**config.mk**
```make
export PLATFORM = sky130hd
export DESIGN_NAME = tpl_step
export DESIGN_NICKNAME = d
export VERILOG_FILES = /design/src/sv/tpl_pkg.sv /design/src/sv/tpl_step.sv
export SDC_FILE = /design/constraint.sdc
export NUM_CORES = 1
export LEC_CHECK = 0
export ABC_CLOCK_PERIOD_IN_PS = 4450
export BUFFER_PORTS_ARGS = -buffer_cell sky130_fd_sc_hd__buf_4
export CAP_MARGIN = 20
export CORE_MARGIN = 4
export CORE_UTILIZATION = 30
export DETAILED_ROUTE_END_ITERATION = 10
export GPL_TIMING_DRIVEN = 0
export PLACE_DENSITY = 0.56
export SLEW_MARGIN = 40
export SYNTH_ARGS = -nofsm -noshare
export SYNTH_HDL_FRONTEND = slang
export SYNTH_SLANG_ARGS = --single-unit
```
**constraint.sdc**
```tcl
create_clock -name vclk -period 4.45
set_input_delay 0 -clock vclk [all_inputs]
set_output_delay 0 -clock vclk [all_outputs]
set_load 0.02 [all_outputs]
```
**src/sv/tpl_pkg.sv**
```systemverilog
// Shared types, codes and constants for the two-post lift sequencer.
`timescale 1ns / 1ps

package tpl_pkg;

	localparam int unsigned TIME_W   = 32;
	localparam int unsigned DELAY_W  = 16;
	localparam int unsigned CFG_IDX_W = 2;

	localparam logic [DELAY_W-1:0] MAGNET_DELAY_RST = 16'd200;
	localparam logic [DELAY_W-1:0] MOTOR_HOLD_RST   = 16'd2000;

	typedef enum logic [1:0] {
		CMD_POLL  = 2'd0,
		CMD_ESTOP = 2'd1,
		CMD_CLEAR = 2'd2
	} cmd_t;

	typedef enum logic [CFG_IDX_W-1:0] {
		CFG_MAGNET_DELAY = 2'd0,
		CFG_MOTOR_HOLD   = 2'd1
	} cfg_idx_t;

	typedef enum logic [2:0] {
		PH_IDLE     = 3'd0,
		PH_RISING   = 3'd1,
		PH_DOWN1    = 3'd2,
		PH_DOWN2    = 3'd3,
		PH_FORCED   = 3'd4,
		PH_DROPPING = 3'd5,
		PH_LOCKED   = 3'd6
	} phase_t;

	typedef enum logic [1:0] {
		MODE_IDLE     = 2'd0,
		MODE_RISING   = 2'd1,
		MODE_DROPPING = 2'd2,
		MODE_LOCKED   = 2'd3
	} mode_t;

	typedef enum logic [3:0] {
		LOG_NONE         = 4'd0,
		LOG_UP_START     = 4'd1,
		LOG_UP_LIMIT     = 4'd2,
		LOG_UP_RELEASE   = 4'd3,
		LOG_DOWN_START   = 4'd4,
		LOG_DOWN_LIMIT   = 4'd5,
		LOG_DOWN_RELEASE = 4'd6,
		LOG_LOCK_START   = 4'd7,
		LOG_LOCK_STOP    = 4'd8
	} log_t;

	// drive bit positions
	localparam int unsigned DRV_MOTOR  = 0;
	localparam int unsigned DRV_MAGNET = 1;
	localparam int unsigned DRV_DROP   = 2;

	// button bit positions
	localparam int unsigned BTN_UP   = 0;
	localparam int unsigned BTN_DOWN = 1;
	localparam int unsigned BTN_LOCK = 2;

	typedef struct packed {
		logic [1:0]        command;
		logic [TIME_W-1:0] now_ms;
		logic              up_button;
		logic              down_button;
		logic              lock_button;
		logic              top_limit;
	} in_word_t;

	typedef struct packed {
		logic               motor_on;
		logic               magnet_on;
		logic               drop_valve_on;
		logic [2:0]         sub_state;
		logic [1:0]         lift_mode;
		logic [3:0]         first_log;
		logic [3:0]         second_log;
		logic [DELAY_W-1:0] log_duration;
		logic               count_descent;
		logic               count_lock;
	} out_word_t;

	typedef struct packed {
		logic [CFG_IDX_W-1:0] index;
		logic [DELAY_W-1:0]   data;
	} cfg_word_t;

	typedef struct packed {
		phase_t            phase;
		logic [TIME_W-1:0] action_start;
		logic [2:0]        last_buttons;
		logic [2:0]        drive;
		mode_t             mode;
	} lift_state_t;

endpackage

```
**src/sv/tpl_step.sv**
```systemverilog
// Next-state and result logic for one poll word of the lift sequencer.
`timescale 1ns / 1ps

module tpl_step import tpl_pkg::*; (
	input  lift_state_t        st,
	input  logic [DELAY_W-1:0] magnet_delay,
	input  logic [DELAY_W-1:0] motor_hold,
	input  in_word_t           word,
	output lift_state_t        nxt,
	output out_word_t          res
);

	logic [TIME_W-1:0]  elapsed;
	log_t               log1;
	log_t               log2;
	logic [DELAY_W-1:0] dur;
	logic               cnt_down;
	logic               cnt_lock;
	logic [2:0]         btn;

	assign elapsed = word.now_ms - st.action_start;
	assign btn     = {word.lock_button, word.down_button, word.up_button};

	always_comb begin
		nxt      = st;
		log1     = LOG_NONE;
		log2     = LOG_NONE;
		dur      = '0;
		cnt_down = 1'b0;
		cnt_lock = 1'b0;
		unique case (cmd_t'(word.command))
			CMD_ESTOP: begin
				nxt.drive = '0;
				nxt.phase = PH_IDLE;
			end
			CMD_CLEAR: begin
				nxt.phase = PH_IDLE;
			end
			CMD_POLL: begin
				unique case (st.phase)
					PH_IDLE: begin
						if (word.up_button && !st.last_buttons[BTN_UP]) begin
							nxt.drive        = '0;
							nxt.drive[DRV_MOTOR] = 1'b1;
							nxt.action_start = word.now_ms;
							nxt.phase        = PH_RISING;
							nxt.mode         = MODE_RISING;
							log1             = LOG_UP_START;
						end else if (word.down_button && !st.last_buttons[BTN_DOWN]) begin
							nxt.drive[DRV_MOTOR] = 1'b1;
							nxt.action_start = word.now_ms;
							nxt.phase        = PH_DOWN1;
							nxt.mode         = MODE_DROPPING;
							log1             = LOG_DOWN_START;
							cnt_down         = 1'b1;
						end else if (word.lock_button && !st.last_buttons[BTN_LOCK]) begin
							nxt.drive[DRV_DROP] = 1'b1;
							nxt.action_start = word.now_ms;
							nxt.phase        = PH_LOCKED;
							nxt.mode         = MODE_LOCKED;
							log1             = LOG_LOCK_START;
							cnt_lock         = 1'b1;
						end
					end
					PH_RISING: begin
						nxt.drive[DRV_MAGNET] = 1'b0;
						nxt.drive[DRV_DROP]   = 1'b0;
						if (word.top_limit || !word.up_button) begin
							dur       = elapsed[DELAY_W-1:0];
							nxt.drive = '0;
							nxt.phase = PH_IDLE;
							nxt.mode  = MODE_IDLE;
							log1      = word.top_limit ? LOG_UP_LIMIT : LOG_UP_RELEASE;
						end
					end
					PH_DOWN1, PH_DOWN2, PH_FORCED, PH_DROPPING: begin
						// timed step, then forced unlock, then release, all in one poll
						if (st.phase == PH_DOWN1) begin
							if (elapsed >= {{(TIME_W-DELAY_W){1'b0}}, magnet_delay}) begin
								nxt.drive[DRV_MAGNET] = 1'b1;
								nxt.phase = PH_DOWN2;
							end
						end else if (st.phase == PH_DOWN2 || st.phase == PH_FORCED) begin
							if (elapsed >= {{(TIME_W-DELAY_W){1'b0}}, motor_hold}) begin
								nxt.drive[DRV_MOTOR] = 1'b0;
								nxt.drive[DRV_DROP]  = 1'b1;
								nxt.phase = PH_DROPPING;
							end
						end
						if (nxt.phase != PH_DROPPING && nxt.phase != PH_FORCED &&
						    (word.top_limit || word.lock_button)) begin
							nxt.drive[DRV_MOTOR]  = 1'b0;
							nxt.drive[DRV_MAGNET] = 1'b1;
							nxt.phase = PH_FORCED;
							nxt.mode  = MODE_DROPPING;
							log1      = LOG_DOWN_LIMIT;
							dur       = elapsed[DELAY_W-1:0];
						end
						if (!word.down_button) begin
							dur       = elapsed[DELAY_W-1:0];
							nxt.drive = '0;
							nxt.phase = PH_IDLE;
							nxt.mode  = MODE_IDLE;
							if (log1 == LOG_NONE) begin
								log1 = LOG_DOWN_RELEASE;
							end else begin
								log2 = LOG_DOWN_RELEASE;
							end
						end
					end
					PH_LOCKED: begin
						if (!word.lock_button) begin
							dur       = elapsed[DELAY_W-1:0];
							nxt.drive = '0;
							nxt.phase = PH_IDLE;
							nxt.mode  = MODE_IDLE;
							log1      = LOG_LOCK_STOP;
						end
					end
					default: begin
						nxt.phase = PH_IDLE;
					end
				endcase
				nxt.last_buttons = btn;
			end
			default: begin
			end
		endcase
	end

	always_comb begin
		res.motor_on      = nxt.drive[DRV_MOTOR];
		res.magnet_on     = nxt.drive[DRV_MAGNET];
		res.drop_valve_on = nxt.drive[DRV_DROP];
		res.sub_state     = nxt.phase;
		res.lift_mode     = nxt.mode;
		res.first_log     = log1;
		res.second_log    = log2;
		res.log_duration  = dur;
		res.count_descent = cnt_down;
		res.count_lock    = cnt_lock;
	end

endmodule

```
==> metrics.txt <==
outcome finished, final reports clean; FILL cells 1551; Max Cap Viol 0; Placed Area 5970 µm²; total detailed-routing wirelength 15.3 mm; post-synthesis sequential area ratio 0%; total power 0.000842 W; met3 Use GR 0.833%; Max IR drop VDD 0.0494 mV; worst slew pin tran 0.839 ns; crit path kind in2out; unique cell type count in the Yosys netlist 63; count of nets after finishing 1023; core area 14000 µm²; grt met2 use 30.2%; Final ANT Viol Nets 0; remaining global-route overflow 0; Hold/Removal Path Class in2out; crit-path max cell delay 0.45 ns; Clock buffer cells 0; drt drc 0; die area 16400 µm²; CP Capture Type primary output; Worst path slowest cell a311o_1; GR Layer Usage met1 24.8%; Top Usage Layer GRT met2; number of synthesis warnings 0; Die X-Extent 128 µm; layout sequential cell count 0; DR iter-0 viols 282; fmax 0.242 GHz; Detailed Place HPWL 13.5 mm; data arrival time of the worst path 4.13 ns; first-pass GRT wire length 24.4 mm; Fin. Hold Viols 0; Final Max Slew Viols 0; fraction of layout cells with a size suffix above 1 31.8%; Lkg Pwr 3.01 nW; hold bufs inserted after CTS 0; IO buf count 184; Die Y 128 µm; mapped cell area 4330 µm²; worst path cell trace buf_4 -> inv_1 -> ha_1 -> a21o_1 -> a311o_1 -> a21boi_2 -> nand2_1 -> xor2_2 -> ha_1 -> a21o_1 -> a21o_1 -> a21oi_1 -> o21ai_0 -> a21oi_2 -> nand2_1 -> o31a_1 -> a311o_1 -> nor2_1 -> buf_4; initial antenna violation count 0; Placer Congestion 0.877; DR vias 5333; final setup margin 0.321 ns; dpl cells 1023; non-filler cells, final 1024; Top cell by count, worst path a21o_1; Initial Utilization 31.0%; post-DR vias/cell 5.21; vias in the first global route 4971; Worst slew margin 43.8%; drt pass-1 iters 4; I/O pin count 190; P per Cell Area 140 nW/µm²; Mapped Avg Cell Area 6.59 µm²; crit path time final 4.13 ns; Crit path required time 4.45 ns; Worst Path Max Fanout 6; RSZ-0062 raised after global routing yes; post-route cell area 6030 µm²; drt wl/cell 15.0 µm; Inserted Diodes 0; CP startpoint kind primary input; Register Area 0 µm²; largest net degree at the start of global routing 11; Hold WS 0.313 ns; pre-CTS setup slack -0.106 ns; final setup fails 0; FP Rows 43; Synth-to-Final Area Change 39.3%; hold path depth 4; Post-Synthesis Cells 657; part of the cycle the worst path needs 92.8%; overall routing resource usage 17.4%
-- through the flow --
step | TNS, ns | utilization [%]
finish | 0 | 43.1
global route | 0 | 43.1
CTS | 0 | 42.7
detailed placement | -0.207 | 42.7
global placement | -0.0760 | 42.5
floorplan | 0 | -
-- layout make-up --
class | instances | area [µm²] | area share [%]
inverter | 72 | 270 | 4.48
multi-input combinational | 552 | 3950 | 65.5
buffer | 34 | 188 | 3.11
tap | 180 | 225 | 3.73
timing repair buffer | 186 | 1400 | 23.2
-- layer usage --
metal  share of wire [%]  wire [µm]  vias to the layer above
met3                 5.7        881                        7
met1                  47       7180                     2420
li1                    -          -                     2762
met5                   0          0                        -
met2                  47       7150                      144
met4                0.72        110                        0
-- cell usage after synthesis (all sizes together) (3+ instances only) --
cell      n  area share [%]
nor3     19             2.3
a211o     3            0.61
a21oi    64             8.5
buf      17             2.9
nand2    77             6.7
nor2     43             3.7
o2bb2ai   4            0.81
nand2b   12             1.7
a211oi   13             2.5
o31a      4            0.81
o21a     11             1.9
xnor2     9             1.8
or3       3            0.43
nor2b    12             1.7
nand4    11             1.6
o31ai     5            0.87
o211ai    8             1.4
ha       63              18
o22ai     4            0.58
a2111oi   3            0.75
o2111a    3            0.78
and3      9             1.3
a31oi    12             1.7
a221oi    3            0.75
and2     12             1.7
inv      72             6.2
mux2     30             7.8
o2111ai   6             1.4
a21o     21             3.6
clkbuf   17             1.5
o21ai    34             4.0
nand3    17             2.0
xor2      7             1.4
-- critical path: cells and delay by family --
kind            cells  cell delay (ns)
fa+ha+maj           2             0.66
simple gates        3             0.46
buf+inv             3             0.27
xor+xnor            1             0.25
compound gates     10             2.49
-- worst paths after layout --
check	from	slack [ns]	to
setup / recovery	st[16]	0.32	res[2]
hold / removal	st[7]	0.31	nxt[7]
-- timing repair --
item,4_1_cts,5_1_grt
buffers inserted,0,1
pin swaps,0,0
gates resized for setup,1,10
setup endpoints to repair,6,20
endpoints found under the hold margin,0,0
-- power breakdown --
group	leakage [nW]	switching, W	internal (W)
registers	0	0	0
clock network	0	0	0
logic	3.01	0.000475	0.000366
total	3.01	0.000475	0.000366
-- cell usage in the layout, fill, tap and decap left out, types with 4 or more instances in the layout --
| master | instances |
|---|---|
| o21a_1 | 11 |
| a21o_1 | 21 |
| nand3_1 | 17 |
| ha_1 | 63 |
| xor2_1 | 5 |
| a21oi_2 | 16 |
| o2bb2ai_1 | 4 |
| clkbuf_1 | 17 |
| nand2_1 | 77 |
| o21ai_0 | 33 |
| nor3_1 | 18 |
| o22ai_1 | 4 |
| and3_1 | 9 |
| xnor2_1 | 8 |
| o31a_1 | 4 |
| nand2b_1 | 12 |
| o2111ai_1 | 4 |
| o211ai_1 | 8 |
| mux2_2 | 30 |
| nand4_1 | 11 |
| a211oi_1 | 11 |
| a21oi_1 | 48 |
| and2_1 | 12 |
| inv_1 | 72 |
| a31oi_1 | 12 |
| nor2_1 | 43 |
| nor2b_1 | 11 |
| o31ai_1 | 4 |
| buf_4 | 198 |
-- cells by family after synthesis --
kind of cell	after synthesis	synth area share, %
AND/OR/NAND/NOR	226	25.2
AO/OA/AOI/OAI	213	34.2
buffers and inverters	106	10.6
adder cells (fa/ha/maj)	64	18.7
multiplexers	31	8.03
XOR/XNOR	16	3.24
other	1	0.0866
Note: power is estimated with default switching activity, not from simulation.
